===== src/design/pngcp_pkg.sv =====
// Shared types, constants and signature table for the PNG chunk stream parser.
package pngcp_pkg;

   localparam int POSITION_WIDTH = 32;
   localparam int CMP_WIDTH      = 34;
   localparam int SIG_LENGTH     = 8;
   localparam int FIELD_BYTES    = 4;
   localparam int HEADER_BYTES   = 8;
   localparam int FRAMING_BYTES  = 12;

   localparam logic [POSITION_WIDTH-1:0] POS_MAX = '1;

   localparam logic [1:0] KIND_DATA       = 2'd0;
   localparam logic [1:0] KIND_DESCRIPTOR = 2'd1;
   localparam logic [1:0] KIND_ERROR      = 2'd2;

   localparam logic [1:0] ERR_BAD_SIGNATURE = 2'd0;
   localparam logic [1:0] ERR_OVERRUN       = 2'd1;
   localparam logic [1:0] ERR_SHORT_HEADER  = 2'd2;

   localparam logic [7:0] SIG_BYTES [SIG_LENGTH] = '{
      8'h89, 8'h50, 8'h4E, 8'h47, 8'h0D, 8'h0A, 8'h1A, 8'h0A
   };

   typedef enum logic [2:0] {
      PH_SIG,
      PH_LEN,
      PH_TYPE,
      PH_DATA,
      PH_CRC,
      PH_HALT,
      PH_END
   } pngcp_phase_type;

   typedef struct packed {
      logic [7:0] in_byte;
      logic       start_of_file;
   } pngcp_req_type;

   typedef struct packed {
      logic [1:0]  result_kind;
      logic [7:0]  data_byte;
      logic [31:0] chunk_type;
      logic [31:0] byte_index;
      logic [31:0] chunk_length;
      logic [31:0] stored_crc;
      logic [1:0]  error_code;
   } pngcp_rsp_type;

   typedef struct packed {
      pngcp_phase_type             phase;
      logic [31:0]                 field_count;
      logic [31:0]                 length_reg;
      logic [31:0]                 type_reg;
      logic [31:0]                 crc_reg;
      logic [POSITION_WIDTH-1:0]   chunk_start;
   } pngcp_state_type;

   localparam pngcp_state_type STATE_CLEAR = '{phase: PH_SIG, default: '0};

endpackage


===== src/design/pngcp_step.sv =====
// Per-byte parse step: next parser state and the result for one input byte.
module pngcp_step
   import pngcp_pkg::*;
(
   input  pngcp_state_type cur_state,
   input  pngcp_req_type   req_item,
   input  logic [31:0]     file_length,
   output pngcp_state_type next_state,
   output logic            result_valid,
   output pngcp_rsp_type   result
);

   pngcp_state_type       cur;
   logic [7:0]            b;
   logic [31:0]           count_inc;
   logic                  last_field;
   logic [31:0]           len_shift;
   logic [31:0]           type_shift;
   logic [31:0]           crc_shift;
   logic [CMP_WIDTH-1:0]  chunk_end;
   logic [CMP_WIDTH-1:0]  header_end;
   logic [CMP_WIDTH-1:0]  start_ext;
   logic [CMP_WIDTH-1:0]  fl_ext;
   logic                  sig_miss;
   logic                  at_eof;
   logic                  short_header;
   logic                  overrun;

   // start of file clears everything before the byte is parsed
   assign cur        = req_item.start_of_file ? STATE_CLEAR : cur_state;
   assign b          = req_item.in_byte;
   assign count_inc  = cur.field_count + 32'd1;
   assign last_field = (cur.field_count == 32'(FIELD_BYTES - 1));

   assign len_shift  = {((cur.field_count == '0) ? 24'd0 : cur.length_reg[23:0]), b};
   assign type_shift = {cur.type_reg[23:0], b};
   assign crc_shift  = {cur.crc_reg[23:0], b};

   assign start_ext  = CMP_WIDTH'(cur.chunk_start);
   assign fl_ext     = CMP_WIDTH'(file_length);
   assign chunk_end  = start_ext + CMP_WIDTH'(FRAMING_BYTES) + CMP_WIDTH'(cur.length_reg);
   assign header_end = start_ext + CMP_WIDTH'(HEADER_BYTES);

   assign sig_miss     = (b != SIG_BYTES[cur.field_count[2:0]]);
   assign at_eof       = (start_ext >= fl_ext);
   assign short_header = (header_end > fl_ext);
   assign overrun      = (chunk_end > fl_ext);

   // next state
   always_comb begin
      next_state = cur;
      case (cur.phase)
         PH_SIG: begin
            if (sig_miss) begin
               next_state.phase = PH_HALT;
            end else if (cur.field_count == 32'(SIG_LENGTH - 1)) begin
               next_state.field_count = '0;
               next_state.chunk_start = POSITION_WIDTH'(SIG_LENGTH);
               next_state.phase       = PH_LEN;
            end else begin
               next_state.field_count = count_inc;
            end
         end
         PH_LEN: begin
            if (cur.field_count == '0 && at_eof) begin
               next_state.phase = PH_END;
            end else if (cur.field_count == '0 && short_header) begin
               next_state.phase = PH_HALT;
            end else begin
               next_state.length_reg = len_shift;
               if (last_field) begin
                  next_state.field_count = '0;
                  next_state.type_reg    = '0;
                  next_state.phase       = PH_TYPE;
               end else begin
                  next_state.field_count = count_inc;
               end
            end
         end
         PH_TYPE: begin
            next_state.type_reg = type_shift;
            if (last_field) begin
               next_state.field_count = '0;
               if (overrun) begin
                  next_state.phase = PH_HALT;
               end else begin
                  next_state.crc_reg = '0;
                  next_state.phase   = (cur.length_reg != '0) ? PH_DATA : PH_CRC;
               end
            end else begin
               next_state.field_count = count_inc;
            end
         end
         PH_DATA: begin
            if (count_inc >= cur.length_reg) begin
               next_state.field_count = '0;
               next_state.phase       = PH_CRC;
            end else begin
               next_state.field_count = count_inc;
            end
         end
         PH_CRC: begin
            next_state.crc_reg = crc_shift;
            if (last_field) begin
               next_state.field_count = '0;
               next_state.phase       = PH_LEN;
               // saturating advance to the next chunk
               if (chunk_end > CMP_WIDTH'(POS_MAX)) begin
                  next_state.chunk_start = POS_MAX;
               end else begin
                  next_state.chunk_start = chunk_end[POSITION_WIDTH-1:0];
               end
            end else begin
               next_state.field_count = count_inc;
            end
         end
         default: begin
            next_state = cur;
         end
      endcase
   end

   // result
   always_comb begin
      result_valid = 1'b0;
      result       = '0;
      case (cur.phase)
         PH_SIG: begin
            if (sig_miss) begin
               result_valid       = 1'b1;
               result.result_kind = KIND_ERROR;
               result.error_code  = ERR_BAD_SIGNATURE;
            end
         end
         PH_LEN: begin
            if (cur.field_count == '0 && !at_eof && short_header) begin
               result_valid       = 1'b1;
               result.result_kind = KIND_ERROR;
               result.error_code  = ERR_SHORT_HEADER;
            end
         end
         PH_TYPE: begin
            if (last_field && overrun) begin
               result_valid        = 1'b1;
               result.result_kind  = KIND_ERROR;
               result.chunk_type   = type_shift;
               result.chunk_length = cur.length_reg;
               result.error_code   = ERR_OVERRUN;
            end
         end
         PH_DATA: begin
            result_valid        = 1'b1;
            result.result_kind  = KIND_DATA;
            result.data_byte    = b;
            result.chunk_type   = cur.type_reg;
            result.byte_index   = cur.field_count;
            result.chunk_length = cur.length_reg;
         end
         PH_CRC: begin
            if (last_field) begin
               result_valid        = 1'b1;
               result.result_kind  = KIND_DESCRIPTOR;
               result.chunk_type   = cur.type_reg;
               result.chunk_length = cur.length_reg;
               result.stored_crc   = crc_shift;
            end
         end
         default: begin
            result_valid = 1'b0;
         end
      endcase
   end

endmodule


===== src/design/png_chunk_stream_parser.sv =====
// Top level of the PNG chunk stream parser: input register, parse state, result register.
// A transaction accepted into the input register is parsed as it leaves it; its result is
// then shown on rsp_ from the result register.
// Throughput: one byte per clock while rsp_stall stays low; the parse state is the
// only loop.
// Reset (synchronous, active high) clears both stages, the parse state and file_length.
module png_chunk_stream_parser
   import pngcp_pkg::*;
(
   input  logic          clock,
   input  logic          reset,
   input  logic          req_valid,
   output logic          req_stall,
   input  pngcp_req_type req_data,
   output logic          rsp_valid,
   input  logic          rsp_stall,
   output pngcp_rsp_type rsp_data,
   input  logic          csr_write_enable,
   input  logic [31:0]   csr_write_data
);

   // input register stage
   logic            s1_valid_ff, s1_valid_in;
   pngcp_req_type   s1_req_ff;

   // parse state, committed as each byte leaves the input register
   pngcp_state_type state_ff, state_in;

   // result register
   logic            rsp_valid_ff, rsp_valid_in;
   pngcp_rsp_type   rsp_ff;

   logic [31:0]     file_length_ff;

   logic            req_accept;
   logic            advance;
   logic            step_valid;
   pngcp_rsp_type   step_rsp;

   pngcp_step u_step (
      .cur_state    (state_ff),
      .req_item     (s1_req_ff),
      .file_length  (file_length_ff),
      .next_state   (state_in),
      .result_valid (step_valid),
      .result       (step_rsp)
   );

   // The byte in the input register moves on whenever the result slot is
   // empty or its transaction is being taken this cycle.
   assign advance    = s1_valid_ff && (!rsp_valid_ff || !rsp_stall);
   assign req_stall  = s1_valid_ff && !advance;
   assign req_accept = req_valid && !req_stall;

   always_comb begin
      if (req_accept) begin
         s1_valid_in = 1'b1;
      end else if (advance) begin
         s1_valid_in = 1'b0;
      end else begin
         s1_valid_in = s1_valid_ff;
      end
   end

   // bytes that give no result still free the result slot if it was taken
   always_comb begin
      if (advance) begin
         rsp_valid_in = step_valid;
      end else if (!rsp_stall) begin
         rsp_valid_in = 1'b0;
      end else begin
         rsp_valid_in = rsp_valid_ff;
      end
   end

   always_ff @(posedge clock) begin
      if (reset) begin
         s1_valid_ff    <= 1'b0;
         rsp_valid_ff   <= 1'b0;
         state_ff       <= STATE_CLEAR;
         file_length_ff <= '0;
      end else begin
         s1_valid_ff  <= s1_valid_in;
         rsp_valid_ff <= rsp_valid_in;
         if (advance) begin
            state_ff <= state_in;
         end
         if (csr_write_enable) begin
            file_length_ff <= csr_write_data;
         end
      end
   end

   // payload registers, no reset
   always_ff @(posedge clock) begin
      if (req_accept) begin
         s1_req_ff <= req_data;
      end
      if (advance && step_valid) begin
         rsp_ff <= step_rsp;
      end
   end

   assign rsp_valid = rsp_valid_ff;
   assign rsp_data  = rsp_ff;

endmodule


===== config.mk =====
export PLATFORM = sky130hd
export DESIGN_NAME = png_chunk_stream_parser
export DESIGN_NICKNAME = d
export VERILOG_FILES = /design/src/design/pngcp_pkg.sv /design/src/design/pngcp_step.sv /design/src/design/png_chunk_stream_parser.sv
export SDC_FILE = /design/constraint.sdc
export NUM_CORES = 1
export LEC_CHECK = 0
export BUFFER_PORTS_ARGS = -buffer_cell sky130_fd_sc_hd__buf_4
export CORE_ASPECT_RATIO = 1.5
export CORE_MARGIN = 2
export CORE_UTILIZATION = 40
export CTS_BUF_LIST = sky130_fd_sc_hd__clkbuf_16
export CTS_CLUSTER_SIZE = 20
export DETAILED_ROUTE_END_ITERATION = 6
export GPL_TIMING_DRIVEN = 0
export PLACE_DENSITY_LB_ADDON = 0.05
export SETUP_SLACK_MARGIN = 0.05
export SLEW_MARGIN = 20
export SYNTH_ARGS = -nofsm -noshare
export SYNTH_HDL_FRONTEND = slang
export SYNTH_SLANG_ARGS = --single-unit

===== constraint.sdc =====
create_clock -name clock -period 18.24 [get_ports clock]
set_input_delay 2.736 -clock clock [delete_from_list [all_inputs] [get_ports clock]]
set_output_delay 2.736 -clock clock [all_outputs]
set_load 0.01 [all_outputs]

Yosys cells after proc, flatten, opt, wreduce, memory -nomap -nowiden:

Memories as Yosys holds them, arrays and structs flattened.
Index checks and enable logic that the tools add are counted.

* register bits after elaboration: 346
* bits in read-only memories: 64
* input bits: 46
* output and inout bits: 142
* logic and storage cells: 112
* memories kept: 1

* add/sub/neg operators: 4
* magnitude comparators: 6
* eq/ne operators: 8
* mux-type cells: 54
* bitwise gates (word level): 1
* reductions and logical operators: 20

Memory list
* (no name shown): depth 8, bits a word 8, read ports 1, clocked after memory_dff 0, wr ports 0, RTL line pngcp_step.sv:44 `assign sig_miss = (b != SIG_BYTES[cur.field_count[2:0]]);`

Operator list (number)
* two-way mux 32 bit: 15
* two-way mux 96 bit: 2
* case mux 32 bit (2 select lines): 3
* case mux 32 bit (3 select lines): 2
* case mux 35 bit (5 select lines): 1
* two-way mux 163 bit: 1
* greater-than comparator 34 x 32 -> 1 bit: 2
* adder 32 x 4 -> 33 bit, second input constant: 2
* greater-or-equal comparator 32 bit: 2
* two-way mux 64 bit: 1
* adder 34 x 32 -> 34 bit: 1
* greater-than comparator 34 x 32 -> 1 bit, second input constant: 1
* adder 32 x 1 -> 32 bit, second input constant: 1
* equality test 32 x 2 -> 1 bit, second input constant: 1
* equality test 32 x 3 -> 1 bit, second input constant: 1
* zero test 32 bit: 1
* nonzero test 32 bit: 1
* two-way mux 3 bit: 10
* two-way mux 24 bit: 1
* two-way mux 8 bit: 2
* two-way mux 1 bit: 10
* logical AND 1 bit: 9
* inequality test 8 bit: 1
* case mux 2 bit (4 select lines): 1
* 14 further kinds: 21

Longest topological paths before layout:

* depth after elaboration: 9
* gate-level depth with buffers: 36
* depth with buffers taken out: 30

Hierarchy:

Synthesis repeated with hierarchy kept, for this count alone.

* cells, all modules: 2597
* area total of the unflattened synthesis: 23520.1 um^2

By module, submodules not included
* png_chunk_stream_parser: times used 1, cells an instance 971, area each 12921.1 um^2, sequential area each 8418.1 um^2
* pngcp_step: times used 1, cells an instance 1626, area each 10598.9 um^2, sequential area each 0.0 um^2

Worst setup path before layout:

No wires, ideal clock.

* path kind: register -> register
* start: register s1_req_ff[0] in the netlist's numbering
* end: register rsp_ff, in the netlist rsp_data[0] (enable)
* library setup time: 0.715 ns
* arrival: 13.403 ns
* data required time: 17.525 ns
* path slack: 4.121 ns
* stages on the path, launching flop included: 33
* buffers on the path: 6
* clock period less this slack: 14.119 ns
* cells stage by stage: edfxtp_1 buf_6 buf_2 clkbuf_1 clkbuf_1 clkbuf_1 clkbuf_1 nor2b_1 ha_1 a22oi_1 nor2b_1 and4_1 nand2_1 nor2_1 xor2_1 ha_1 nand2_1 o21ai_0 nand2b_1 o31ai_1 nand2b_1 a31oi_1 xnor2_1 ha_1 nand4_1 nor2_1 nand4_1 a21oi_1 o221ai_1 a211oi_1 nor2_1 or2_1 a41oi_1

* longest elaborated chain between the ends: 9
* elaborated cells on any way between the ends: 29
* those cells by class: add/sub: 3; order compare: 3; eq/ne: 6; mux: 8; bitwise: 1; reduce/logical: 7; memory: 1

RTL lines
* from (decl): RTL line png_chunk_stream_parser.sv:24 `pngcp_req_type s1_req_ff;`
* from (signal assigned): RTL line png_chunk_stream_parser.sv:97 `s1_req_ff <= req_data;`
* two-way mux 163 bit *: RTL line pngcp_step.sv:30 `assign cur = req_item.start_of_file ? STATE_CLEAR : cur_state;`
* parallel branches: the longest is 6 deep, another holds adder 34 x 32 -> 34 bit
* case mux 1 bit (5 select lines) *: RTL line pngcp_step.sv:127 `case (cur.phase)`
* logical AND 1 bit *: RTL line png_chunk_stream_parser.sv:99 `if (advance && step_valid) begin`
* to (signal assigned): RTL line png_chunk_stream_parser.sv:100 `rsp_ff <= step_rsp;`
* to (decl): RTL line png_chunk_stream_parser.sv:31 `pngcp_rsp_type rsp_ff;`

Every way passes the cells marked *. The select of a mux whose other input is x is not followed.
A chain may end at the register's enable or synchronous reset.

Worst setup path in the final report:

* start: register s1_req_ff[0] in the netlist's numbering
* end: register rsp_ff, in the netlist rsp_data[52] (enable)

Same word-level chain as after synthesis.

==> flow_metrics.tcl <==
set metrics [dict create \
    drv_slew 0 \
    peakVddDrop_v 0.0000643 \
    drc 0 \
    r2r_setup_slack_ps 5100 \
    cts_setup_buffers 0 \
    setup_violations 0 \
    cts-buffers-inserted 37 \
    async_flop_share_pct 0 \
    cts_hold_buf 0 \
    place.detailed.hpwl_um 66600 \
    grt_pass1_wl_um 122000 \
    clkPwrFrac_pct 42.8 \
    yosys.area_share.simple_pct 19.1 \
    synthMuxAreaShare_pct 1.58 \
    final_nets 2782 \
    synth_compound_area_share_pct 20.7 \
    swShare_pct 26.4 \
    cts_root_buffer "clkbuf_16" \
    yosys-top-cells-area "edfxtp_1 (21%), dfxtp_1 (18%), ha_1 (9.7%), a21oi_1 (5.6%), nand2_1 (4.3%)" \
    use_met2_pct 56.4 \
    ys.flop_type "dfxtp_1" \
    die-area_um2 54300 \
    wire_per_inst_um 25.6 \
    crit_slowest_cell "clkbuf_1" \
    io_pins 188 \
    tns_ps 0 \
    end_kind "flip-flop" \
    ys_seq_area_share_pct 39.4 \
    dp_cells 3210 \
    drt-total-wl_um 83900 \
    rsz0062_at_grt "no" \
    synth_area_um2 21000 \
    cts_tree "done" \
    firstDrtPassIters 6 \
    multiInputGateArea_um2 11700 \
    grt_pass1_vias 19600 \
    maxCapViolCount 0 \
    power.switching_mw 0.461 \
    via_count 19400 \
    fin_crit_sh_pct 72.0 \
    seqPwrFrac_pct 46.9 \
    critPathRequiredTime_ps 18500 \
    numClockSinks 338 \
    min_path_type "reg -> reg" \
    busiest_layer "met2" \
    die_h_um 284 \
    cp-start-kind "flip-flop" \
    period_needed_ps 13140 \
    synth_edf_count 149 \
    critPathKind "reg -> reg" \
    regArea_um2 8260 \
    path_max_fanout 22 \
    grt_max_degree 23 \
    avgSynthCellArea_um2 8.96 \
    synth_nets 2550 \
    totalPowerFinal_mw 1.74 \
    instances_no_fill 3278 \
    cts_resized 0 \
    post-route-util_pct 47.6 \
    port_buffers 185 \
    yosysTopAreaCell "edfxtp_1" \
    status "finished clean" \
    max_stage_delay_ps 930 \
    die_x_um 191 \
    final_common_cell "nand2_1" \
    place_congestion 0.965 \
    initial_utilization_pct 40.6 \
    clockBufferDepth 3 \
    ys_seq_elements 338 \
    clock_skew_ps 22.7 \
    slew_headroom_pct 22.3 \
    grt_util_met1_pct 30.6 \
    synth_xor_area_share_pct 4.51 \
    first_iter_violations 1390 \
    fmaxAchievable_ghz 0.0761 \
    synth_top_family_by_area "compound AO/OA/AOI/OAI gates" \
    layout_common_cells "nand2_1 (242), a21oi_1 (233), dfxtp_1 (189), buf_4 (186), nor2_1 (180)" \
    ys_warn_count 0 \
    ant_nets 0 \
    grt_usage_pct 30.5 \
    combPwrFrac_pct 10.3 \
    syn_inst 2341 \
    power.leakage_nw 10.0 \
    avgViaCountPerCell 5.92 \
    grt_overflow_total 0 \
    drive_gt1_share_pct 13.0 \
    crit_arrival_ps 13400 \
    rows 102 \
    fin_hold_ws_ps 452 \
    intPower_mw 1.28 \
    hold_viol 0 \
    h-tree-depth 2 \
    nFillCells 5063 \
    insertion_delay_ps 560 \
    synth_top_area_share_pct 21.3 \
    diodes 0 \
    core_area_um2 51700 \
    antenna_found_initial 0 \
    met3_usage_pct 3.62 \
    power_density_nw_per_um2 71.0 \
    tightest_slew_ps 1160 \
    path_clk_slew_ps 60 \
    synth_adder_area_share_pct 9.76 \
    area_growth_pct 17.2 \
    crit_path_frequent_cell "clkbuf_1" \
    synth_cell_types 93 \
]
[cell families after synthesis]
logic type | count (synthesis)
xor gates and xnor gates | 108
buffers and inverters | 257
DFF | 338
AOI/OAI and AO/OA | 644
muxes | 33
adders and majority gates | 163
and+or+nand+nor | 798
[final cells by class]
type | instances | share of cell area (%)
clock inverter | 31 | 0.993
sequential | 338 | 33.6
buffer | 155 | 2.73
multi-input combinational | 1746 | 47.6
timing repair buffer | 193 | 6.33
inverter | 102 | 1.56
clock buffer | 37 | 3.77
tap | 676 | 3.44
[critical path: cells and delay by family (launching register included)]
family	cells	cell delay [ps]
flops	1	560
buf+inv	12	6010
compound gates	9	3470
xor+xnor	1	210
fa+ha+maj	2	740
simple gates	7	1750
[power groups by stage]
stage	sequential [mW]	combinational, mW	clock, mW
CTS	0.818	0.180	0.762
global placement	0.843	0.171	0
detailed placement	0.834	0.179	0
global route	0.819	0.192	0.788
finish	0.817	0.180	0.747
floorplan	0.844	0.0883	0
[sequential cells by signal, indices dropped and copies added, names as in the netlist]
| name | count |
|---|---|
| s1_req_ff | 9 |
| s1_valid_ff | 1 |
| rsp_data | 140 |
| file_length_ff | 32 |
| state_ff | 155 |
| rsp_valid | 1 |
[path summary, 6_finish.rpt]
kind | startpoint | to | cells past startpoint
worst max register to register | s1_req_ff[0] | rsp_data[52] | 31
worst min-delay path | state_ff[1] | state_ff[1] | 2
worst min register to register | state_ff[1] | state_ff[1] | 2
worst max-delay path | s1_req_ff[0] | rsp_data[52] | 31
[cells in the mapped netlist (all sizes together), types with 10 or more instances]
cell    number
nor4        25
buf         33
o211ai      13
a211oi      52
nand3       49
a21o        19
inv        102
o311ai      10
o21ai      119
xnor2       70
a31oi       13
o221ai      27
xor2        38
nand4       48
clkbuf     122
o31ai       12
a22o        55
nor2       181
a21oi      234
and2        22
o21a        10
a32oi       11
nand2b      16
or3         10
nand2      242
mux2i       33
ha         162
and3        82
nor3        35
edfxtp     149
o22ai       10
or4         11
dfxtp      189
nor2b       49
[per-stage QoR]
stage               setup WS [ps]  area, um2
global placement            -4170      23200
global route                 5030      24600
CTS                          5420      24600
finish                       5100      24600
floorplan                    4120      21000
detailed placement           5460      23400
[routing by layer]
layer / part of all wire [%] / wire length, um
met5: 0 / 0
met4: 8.7 / 7330
met3: 5.1 / 4250
met2: 52 / 43800
met1: 34 / 28500
No activity file was read; power rests on OpenSTA's default activity.
